File: config.mk
export PLATFORM = sky130hd
export DESIGN_NAME = lbs_map
export DESIGN_NICKNAME = d
export VERILOG_FILES = /design/src/rtl/core/lbs_pkg.sv /design/src/rtl/core/lbs_map.sv
export SDC_FILE = /design/constraint.sdc
export NUM_CORES = 1
export LEC_CHECK = 0
export BUFFER_PORTS_ARGS = -buffer_cell sky130_fd_sc_hd__buf_2
export CORE_ASPECT_RATIO = 1.4
export CORE_MARGIN = 4
export CORE_UTILIZATION = 40
export DETAILED_ROUTE_END_ITERATION = 12
export HOLD_SLACK_MARGIN = 0.15
export PLACE_DENSITY = 0.54
export SYNTH_ARGS = -nofsm -noshare
export SYNTH_HDL_FRONTEND = slang
export SYNTH_SLANG_ARGS = --single-unit
File: constraint.sdc
create_clock -name clk -period 9.68 [get_ports clk]
set_input_delay 1.936 -clock clk [delete_from_list [all_inputs] [get_ports clk]]
set_output_delay 1.936 -clock clk [all_outputs]
set_load 0.01 [all_outputs]
File: src/rtl/core/lbs_pkg.sv
// ----------------------------------------------------------------------------
// lbs_pkg
// Shared constants and types of the letterbox scaler: frame store geometry,
// active area sizes, operation and register codes, request bundle.
// ----------------------------------------------------------------------------
package lbs_pkg;

  localparam int COORD_W = 9;
  localparam int COLOR_W = 8;
  localparam int PIX_W   = 16;

  localparam int SRC_W  = 320;
  localparam int SRC_H  = 240;
  localparam int DEPTH  = SRC_W * SRC_H;
  localparam int ADDR_W = $clog2(DEPTH);

  localparam int ACT_W_WIDE   = 320;
  localparam int ACT_W_NARROW = 256;
  localparam int ACT_H_TALL   = 240;
  localparam int ACT_H_SHORT  = 224;

  localparam int TOP_TALL  = (SRC_H - ACT_H_TALL) / 2;
  localparam int TOP_SHORT = (SRC_H - ACT_H_SHORT) / 2;

  localparam int SX_W   = 9;
  localparam int LINE_W = 8;

  localparam int RED_LSB   = 11;
  localparam int GREEN_LSB = 5;

  localparam logic OP_WRITE = 1'b0;
  localparam logic OP_READ  = 1'b1;

  localparam int CFG_IDX_W  = 1;
  localparam int CFG_DATA_W = 1;
  localparam logic [CFG_IDX_W-1:0] CFG_WIDE = 1'b0;
  localparam logic [CFG_IDX_W-1:0] CFG_TALL = 1'b1;

  localparam int OUT_W_DEFAULT = 480;
  localparam int OUT_H_DEFAULT = 320;

  typedef struct packed {
    logic              is_read;
    logic              active;
    logic [ADDR_W-1:0] addr;
    logic [PIX_W-1:0]  wdata;
  } lbs_req_t;

endpackage

File: src/rtl/core/lbs_map.sv
// ----------------------------------------------------------------------------
// lbs_map
// Coordinate mapping. Stage A checks the screen pixel against the letterbox
// and multiplies the offsets by fixed-point reciprocals; stage B forms the
// frame store address of a read or a write.
// ----------------------------------------------------------------------------
module lbs_map
  import lbs_pkg::*;
#(
  parameter int OUT_W = OUT_W_DEFAULT,
  parameter int OUT_H = OUT_H_DEFAULT
) (
  input  logic               clk,
  input  logic               rst,
  input  logic               wide_mode,
  input  logic               tall_mode,
  input  logic               in_valid,
  output logic               in_ready,
  input  logic               op,
  input  logic [COORD_W-1:0] col,
  input  logic [COORD_W-1:0] row,
  input  logic [COLOR_W-1:0] red,
  input  logic [COLOR_W-1:0] green,
  input  logic [COLOR_W-1:0] blue,
  output logic               req_valid,
  input  logic               req_ready,
  output lbs_req_t           req
);

  function automatic longint max2(longint a, longint b);
    return (a > b) ? a : b;
  endfunction

  localparam int XW = (COORD_W > $clog2(OUT_W + 1)) ? COORD_W : $clog2(OUT_W + 1);
  localparam int YW = (COORD_W > $clog2(OUT_H + 1)) ? COORD_W : $clog2(OUT_H + 1);
  localparam int KX = 2 * $clog2(OUT_W);
  localparam int KY = 2 * $clog2(OUT_H);

  // mode 0: 256x224, 1: 256x240, 2: 320x224, 3: 320x240
  localparam longint SWR0 = longint'(ACT_W_NARROW) * OUT_H / ACT_H_SHORT;
  localparam longint SWR1 = longint'(ACT_W_NARROW) * OUT_H / ACT_H_TALL;
  localparam longint SWR2 = longint'(ACT_W_WIDE) * OUT_H / ACT_H_SHORT;
  localparam longint SWR3 = longint'(ACT_W_WIDE) * OUT_H / ACT_H_TALL;
  localparam longint SW0 = (SWR0 > OUT_W) ? OUT_W : SWR0;
  localparam longint SW1 = (SWR1 > OUT_W) ? OUT_W : SWR1;
  localparam longint SW2 = (SWR2 > OUT_W) ? OUT_W : SWR2;
  localparam longint SW3 = (SWR3 > OUT_W) ? OUT_W : SWR3;
  localparam longint SH0 = SW0 * ACT_H_SHORT / ACT_W_NARROW;
  localparam longint SH1 = SW1 * ACT_H_TALL / ACT_W_NARROW;
  localparam longint SH2 = SW2 * ACT_H_SHORT / ACT_W_WIDE;
  localparam longint SH3 = SW3 * ACT_H_TALL / ACT_W_WIDE;
  localparam longint OX0 = (OUT_W - SW0) / 2;
  localparam longint OX1 = (OUT_W - SW1) / 2;
  localparam longint OX2 = (OUT_W - SW2) / 2;
  localparam longint OX3 = (OUT_W - SW3) / 2;
  localparam longint OY0 = (OUT_H - SH0) / 2;
  localparam longint OY1 = (OUT_H - SH1) / 2;
  localparam longint OY2 = (OUT_H - SH2) / 2;
  localparam longint OY3 = (OUT_H - SH3) / 2;

  // ceil(act * 2^K / scale): floor of the product shifted by K is exact
  localparam longint RX0 = (longint'(ACT_W_NARROW) * (longint'(1) << KX) + SW0 - 1) / SW0;
  localparam longint RX1 = (longint'(ACT_W_NARROW) * (longint'(1) << KX) + SW1 - 1) / SW1;
  localparam longint RX2 = (longint'(ACT_W_WIDE) * (longint'(1) << KX) + SW2 - 1) / SW2;
  localparam longint RX3 = (longint'(ACT_W_WIDE) * (longint'(1) << KX) + SW3 - 1) / SW3;
  localparam longint RY0 = (longint'(ACT_H_SHORT) * (longint'(1) << KY) + SH0 - 1) / SH0;
  localparam longint RY1 = (longint'(ACT_H_TALL) * (longint'(1) << KY) + SH1 - 1) / SH1;
  localparam longint RY2 = (longint'(ACT_H_SHORT) * (longint'(1) << KY) + SH2 - 1) / SH2;
  localparam longint RY3 = (longint'(ACT_H_TALL) * (longint'(1) << KY) + SH3 - 1) / SH3;

  localparam int MWX = $clog2(max2(max2(RX0, RX1), max2(RX2, RX3)) + 1);
  localparam int MWY = $clog2(max2(max2(RY0, RY1), max2(RY2, RY3)) + 1);
  localparam int PWX = XW + MWX;
  localparam int PWY = YW + MWY;

  logic [XW-1:0]  sel_sw;
  logic [XW-1:0]  sel_ox;
  logic [YW-1:0]  sel_sh;
  logic [YW-1:0]  sel_oy;
  logic [MWX-1:0] sel_rx;
  logic [MWY-1:0] sel_ry;
  logic [XW-1:0]  x_ext;
  logic [YW-1:0]  y_ext;
  logic [XW-1:0]  rx;
  logic [YW-1:0]  ry;
  logic           in_box;

  logic               va;
  logic               op_a;
  logic [COORD_W-1:0] col_a;
  logic [COORD_W-1:0] row_a;
  logic [PIX_W-1:0]   wdata_a;
  logic               inside_a;
  logic [PWX-1:0]     px_a;
  logic [PWY-1:0]     py_a;

  logic               vb;
  lbs_req_t           req_next;
  logic               ld_a;
  logic               ld_b;
  logic [SX_W-1:0]    sx;
  logic [LINE_W-1:0]  sy;
  logic [LINE_W-1:0]  line;
  logic [ADDR_W-1:0]  rd_addr;
  logic [ADDR_W-1:0]  wr_addr;
  logic               wr_ok;

  always_comb begin
    unique case ({wide_mode, tall_mode})
      2'b00: begin
        sel_sw = XW'(SW0); sel_ox = XW'(OX0); sel_rx = MWX'(RX0);
        sel_sh = YW'(SH0); sel_oy = YW'(OY0); sel_ry = MWY'(RY0);
      end
      2'b01: begin
        sel_sw = XW'(SW1); sel_ox = XW'(OX1); sel_rx = MWX'(RX1);
        sel_sh = YW'(SH1); sel_oy = YW'(OY1); sel_ry = MWY'(RY1);
      end
      2'b10: begin
        sel_sw = XW'(SW2); sel_ox = XW'(OX2); sel_rx = MWX'(RX2);
        sel_sh = YW'(SH2); sel_oy = YW'(OY2); sel_ry = MWY'(RY2);
      end
      default: begin
        sel_sw = XW'(SW3); sel_ox = XW'(OX3); sel_rx = MWX'(RX3);
        sel_sh = YW'(SH3); sel_oy = YW'(OY3); sel_ry = MWY'(RY3);
      end
    endcase
  end

  assign x_ext  = XW'(col);
  assign y_ext  = YW'(row);
  assign rx     = x_ext - sel_ox;
  assign ry     = y_ext - sel_oy;
  assign in_box = (x_ext >= sel_ox) && (y_ext >= sel_oy) && (rx < sel_sw) && (ry < sel_sh);

  assign ld_b     = !vb || req_ready;
  assign ld_a     = !va || ld_b;
  assign in_ready = ld_a;

  always_ff @(posedge clk) begin
    if (rst) begin
      va <= 1'b0;
    end else if (ld_a) begin
      va <= in_valid;
    end
  end

  always_ff @(posedge clk) begin
    if (ld_a && in_valid) begin
      op_a     <= op;
      col_a    <= col;
      row_a    <= row;
      wdata_a  <= {red[7:3], green[7:2], blue[7:3]};
      inside_a <= in_box;
      px_a     <= PWX'(rx) * PWX'(sel_rx);
      py_a     <= PWY'(ry) * PWY'(sel_ry);
    end
  end

  assign sx      = px_a[KX +: SX_W];
  assign sy      = py_a[KY +: LINE_W];
  assign line    = sy + (tall_mode ? LINE_W'(TOP_TALL) : LINE_W'(TOP_SHORT));
  assign rd_addr = ADDR_W'(line) * ADDR_W'(SRC_W) + ADDR_W'(sx);
  assign wr_addr = ADDR_W'(row_a) * ADDR_W'(SRC_W) + ADDR_W'(col_a);
  assign wr_ok   = (col_a < COORD_W'(SRC_W)) && (row_a < COORD_W'(SRC_H));

  always_comb begin
    req_next.is_read = (op_a == OP_READ);
    req_next.active  = (op_a == OP_READ) ? inside_a : wr_ok;
    req_next.addr    = (op_a == OP_READ) ? rd_addr : wr_addr;
    req_next.wdata   = wdata_a;
  end

  always_ff @(posedge clk) begin
    if (rst) begin
      vb <= 1'b0;
    end else if (ld_b) begin
      vb <= va;
    end
  end

  always_ff @(posedge clk) begin
    if (ld_b && va) begin
      req <= req_next;
    end
  end

  assign req_valid = vb;

endmodule

==> impl_metrics.toml, run 1 <==
[global_routing]
antenna_found_initial = 1
grt-ovfl-total = 0
grt_pass1_vias = 8369
grt_pass1_wl_um = 41940
grt_max_degree = 54
grt_use_total = 0.1712

[sta]
max_freq_ghz = 0.1121
period_share = 0.9216
skew_ns = 0.007396
hold_violations = 0
worst_slew_pin_slew_ns = 1.032
timing.hold.ws_ns = 0.4197
drv_slew = 0
tns_ns = 0
setup_viol = 0
rsz0062_at_grt = "false"
min_period_ns = 8.921
slew_headroom = 0.3123

[cells_and_area]
areaGrowthSynthToFinish_pct = 11.42
multi_input_area_um2 = 7831
n_antenna_cell = 0
drive_gt1_frac = 0.1199
fin_util = 0.4514
instances_no_fill = 1568
final_area_um2 = 12820
regArea_um2 = 2683
n_fill_cell = 2784
fin_nets = 1586

[yosys]
synth_compound_area_frac = 0.06894
ys_types = 53
syn-cell-area_um2 = 11510
async_reset_ff_frac = 0
synthMuxAreaShare = 0.008590
synthXorXnorAreaFrac = 0.04306
ys.flop_type = "edfxtp_1"
syn_area_per_cell_um2 = 10.60
synth_seq_cells = 90
synthSimpleGateAreaFrac = 0.08024
seq_area_frac_synth = 0.2331
postSynthCellCount = 1086
synth_fa_ha_area_frac = 0.4780
synth_top_family_by_area = "adder cells"
synth_edf_count = 88
synth_warnings = 0

[clock_network]
cts.reportedPaths.clkPinSlew_ns = 0.07
cts_buffers = 9
cts_setup_buffers = 0
ctsRootBufferMaster = "clkbuf_16"
clock_latency_ns = 0.35
cts_resized = 0
cts.sinks = 90
clk_path_buf_depth = 2
cts.htree.levels = 3
hold_buffers = 0
cts_tree = "yes"

[setup_path]
path_class = "in -> reg"
cpMostUsedCell = "fa_1"
cp.required_ns = 9.90
critPathMaxFanout = 8
end_kind = "register"
cpPeakStageDelay_ns = 0.57
critical_path_arrival_ns = 9.14
start_kind = "input port"
r2r-start = "py_a[21]"
cp-startpoint = "tall_mode"
crit_slowest_cell = "fa_1"

[detailed_routing]
wl_um = 25330
wire_per_inst_um = 16.16
final_antenna_net_count = 0
first_pass_iters = 4
via_per_inst = 4.855
dr_total_vias = 7613
drc = 0
drt_iter0_drc = 276

[floorplan]
die_w_um = 151.4
rows = 73
dieArea_um2 = 31580
initial_core_util = 0.4051
pin_count = 86
die_h_um = 208.7
core_um2 = 28410

[place]
dpl.hpwl_um = 22120
placedCellCount = 1552
gp_congestion = 0.9097
io_buffers = 77
place_area_um2 = 12510

[min_path]
hold_path_class = "reg -> reg"
min_from = "wdata_a[15]"

[power_and_ir_drop]
power_density_nw_per_um2 = 265.0
ir_drop_mv = 0.1658
p_leak_nw = 6.500

[status]
status = "completed"

[run]
maxCapViolations = 0
-- layer usage --
metal | up-vias | global-route usage | routed length [um] | share of wire
met5 | - | 0 | 13 | 0.00051
met4 | 2 | 0.04819 | 639 | 0.025
met1 | 3754 | 0.1924 | 9489 | 0.37
li1 | 3716 | - | - | -
met2 | 102 | 0.3323 | 14550 | 0.57
met3 | 39 | 0.01931 | 644 | 0.025
-- worst max-delay path, delay by kind of cell --
family	cells	cell delay, ns
adder cells (fa/ha/maj)	7	3.06
AO/OA/AOI/OAI	11	2.11
buffers and inverters	9	1.03
AND/OR/NAND/NOR	4	0.85
XOR/XNOR	1	0.15
-- state kept, by name, summed over array words and instances (netlist names) --
signal,count
op_a,1
req,35
col_a,9
wdata_a,16
row_a,9
inside_a,1
py_a,8
px_a,9
va,1
req_valid,1
-- where the power goes --
group / internal (W) / switching [W] / total, W
Sequential: 0.000572 / 0.0000293 / 0.000601
Combinational: 0.00106 / 0.00137 / 0.00243
Clock: 0.000205 / 0.000161 / 0.000366
-- synthesized netlist by cell type, types with 3 or more instances --
master     number  area (um2)
xnor2_1        34       297.8
a211oi_1        3       22.52
nor3_1          9       45.04
a2111oi_0       3       26.28
o21bai_1        9       67.56
nor2b_1        13       81.33
mux2_2          7       78.83
nor2_1         57       214.0
and2_1         15       93.84
a21oi_1        37       185.2
nand2b_1        4       25.02
o21ai_0        16       80.08
and3_1          6       37.54
a211o_1         3       26.28
or2_2           4       25.02
inv_1         251       942.2
inv_2           6       22.52
clkbuf_1       11       41.29
o21ai_1        12       60.06
nand3_1         8       40.04
or2_1           6       37.54
o21a_1          4       30.03
edfxtp_1       88        2643
xor2_1         20       175.2
fa_1          151        3023
nand2_1        51       191.4
a31oi_1         6       37.54
a21o_1         17       127.6
ha_1          198        2477
nand4_1         8       50.05
-- cells in the final DEF, fill, tap and decap left out, types with 12 or more instances in the layout --
master	Yosys	final
buf_2	0	77
inv_1	251	251
edfxtp_1	88	88
o21ai_1	12	12
o21ai_0	16	16
nor2b_1	13	12
and2_1	15	14
nand2_1	51	51
buf_4	0	24
ha_1	198	198
xor2_1	20	20
nor2_1	57	57
xnor2_1	34	34
a21oi_1	37	37
fa_1	151	151
a21o_1	17	17
-- final timing paths --
| check | endpoint | slack (ns) | cells past startpoint |
|---|---|---|---|
| max reg2reg | req[31] | 6.38 | 12 |
| min reg2reg | req[15] | 0.42 | 0 |
| max | px_a[26] | 0.76 | 32 |
| min | req[15] | 0.42 | 0 |
-- final cells by class --
cell class | instances | share of cell area
multi-input combinational | 729 | 0.6108
sequential | 90 | 0.2092
inverter | 257 | 0.07524
timing repair buffer | 101 | 0.04411
tap | 375 | 0.03660
clock buffer | 9 | 0.01757
clock inverter | 7 | 0.006441
-- metrics by stage --
step	total power (W)	worst slack (ns)
after floorplan	0.002450	0.8003
after global routing	0.003822	0.3199
after CTS	0.003472	0.7371
after global placement	0.003047	0.4517
final	0.003397	0.7590
after detailed placement	0.003082	0.3809
-- kinds of logic (layout without fill, tap and decap cells) --
kind of cell               after synthesis  after routing
xor gates and xnor gates                55             55
DFF                                     90             90
buffers and inverters                  268            374
other                                    2              3
AOI/OAI and AO/OA                      122            122
adders and majority gates              349            349
and+or+nand+nor                        191            191
muxes                                    9              9
(Power assumes the default switching activity.)
==> run 2, diff against run 1 <==
Settings changed: CORE_ASPECT_RATIO 1.4 to 0.9.
==> impl_metrics.toml, run 2 (synthesized netlist as in run 1, its figures left out) <==
[cells_and_area]
final_common_cell = "inv_1"
n_antenna_cell = 0
regArea_um2 = 2683
mostFrequentLayoutCells = "inv_1 (251), ha_1 (198), fa_1 (151)"
largestRegisters = "req: 35 flops, wdata_a: 16 flops"
n_fill_cell = 2700
drive_gt1_frac = 0.1205
top_register = "req"
multi_input_area_um2 = 7831
fin_nets = 1588
largest_reg_flops = 35
areaGrowthSynthToFinish_pct = 11.57

[floorplan]
dieArea_um2 = 31550
initial_core_util = 0.4087
pin_count = 86
die_h_um = 168.9
core_um2 = 28160
rows = 58
die_w_um = 186.8

[sta]
setup_slack_ns = 0.8066
hold_violations = 0
min_period_ns = 8.873
drv_slew = 0
setup_viol = 0
worst_slew_pin_slew_ns = 0.9905
slew_headroom = 0.3397
max_freq_ghz = 0.1127
period_share = 0.9167
tns_ns = 0
rsz0062_at_grt = "false"
skew_ns = 0.008799

[clock_network]
clk_path_buf_depth = 2
clock_latency_ns = 0.33
cts.reportedPaths.clkPinSlew_ns = 0.06
cts_resized = 0
hold_buffers = 0
cts.htree.levels = 3
cts_buffers = 9
ctsRootBufferMaster = "clkbuf_16"
cts_setup_buffers = 0
cts.sinks = 90
cts_tree = "yes"

[setup_path]
critPathMaxFanout = 13
critical_path_arrival_ns = 9.07
end_kind = "register"
path_class = "in -> reg"
start_kind = "input port"
cp.required_ns = 9.88

[power_and_ir_drop]
ir_drop_mv = 0.1818
power_density_nw_per_um2 = 266.7
p_leak_nw = 6.519

[detailed_routing]
wl_um = 24600
via_per_inst = 4.840
dr_total_vias = 7526
first_pass_iters = 4
wire_per_inst_um = 15.82
drc = 0
drt_iter0_drc = 328
final_antenna_net_count = 0

[global_routing]
grt_pass1_vias = 7762
grt_pass1_wl_um = 40940
grt-ovfl-total = 0
grt_use_total = 0.1617
grt_max_degree = 54
antenna_found_initial = 0

[place]
gp_congestion = 0.8549
io_buffers = 77
dpl.hpwl_um = 21190
dp_slack_ns = 0.4907

[run]
maxCapViolations = 0

[status]
status = "completed"

[min_path]
hold_path_class = "reg -> reg"
-- run 2: cell types whose count changed in the layout (fill, tap and decap cells not counted), sizes merged --
cell	change
buf	+2
clkinvlp	-1
clkinv	+1
inv	-3
clkbuf	+2
bufinv	+1
-- run 2: worst paths after layout --
| kind | end | cells past startpoint | slack, ns | from |
|---|---|---|---|---|
| hold reg to reg | req[1] | 0 | 0.42 | wdata_a[1] |
| hold / removal | req[1] | 0 | 0.42 | wdata_a[1] |
| setup / recovery | px_a[26] | 27 | 0.81 | tall_mode |
| setup reg to reg | req[32] | 12 | 6.41 | py_a[21] |
-- run 2: area by class of cell --
type,instances,area share
clock buffers,11,0.01891
clock inverters,5,0.006724
inverters,257,0.07514
multi-input cells,729,0.6100
flip-flops and latches,90,0.2089
well taps,360,0.03508
repair buffers,103,0.04522
-- run 2: per-stage QoR --
stage / utilization / hold slack [ns] / area (um2) / total power [W] / std cells
floorplan: - / 0.4003 / 11510 / 0.002450 / 1087
global placement: 0.4443 / 0.4012 / 12510 / 0.003040 / 1539
detailed placement: 0.4443 / 0.4045 / 12510 / 0.003059 / 1539
CTS: 0.4560 / 0.4165 / 12840 / 0.003471 / 1555
global route: 0.4560 / 0.4216 / 12840 / 0.003855 / 1555
finish: 0.4560 / 0.4183 / 12840 / 0.003424 / 1555
-- run 2: critical path, stage by stage --
cell	delay (ns)
buf_2	0.16
buf_4	0.25
ha_1	0.26
inv_1	0.08
ha_1	0.34
a21oi_1	0.12
o21bai_1	0.14
a21oi_1	0.12
xnor2_1	0.76
nand2_1	0.29
fa_1	0.60
inv_1	0.05
fa_1	0.47
fa_1	0.54
inv_1	0.05
fa_1	0.53
inv_1	0.04
ha_1	0.30
a21oi_1	0.15
o21ai_0	0.14
a221oi_2	0.29
buf_4	0.17
a21boi_2	0.09
a31o_4	0.30
a221o_1	0.38
or4_1	0.42
nand3_1	0.09
-- run 2: power breakdown --
| part | internal, W | switching, W | leakage (nW) |
|---|---|---|---|
| Combinational | 0.00106 | 0.00139 | 5.50 |
| Sequential | 0.000572 | 0.0000271 | 0.862 |
| Clock | 0.000235 | 0.000138 | 0.160 |
-- run 2: per-layer routing --
metal / track usage / wire length (um) / up-vias
li1: - / - / 3727
met1: 0.2537 / 13020 / 3633
met2: 0.2426 / 10240 / 156
met3: 0.02433 / 1150 / 10
met4: 0.02250 / 183 / 0
met5: 0 / 0 / -
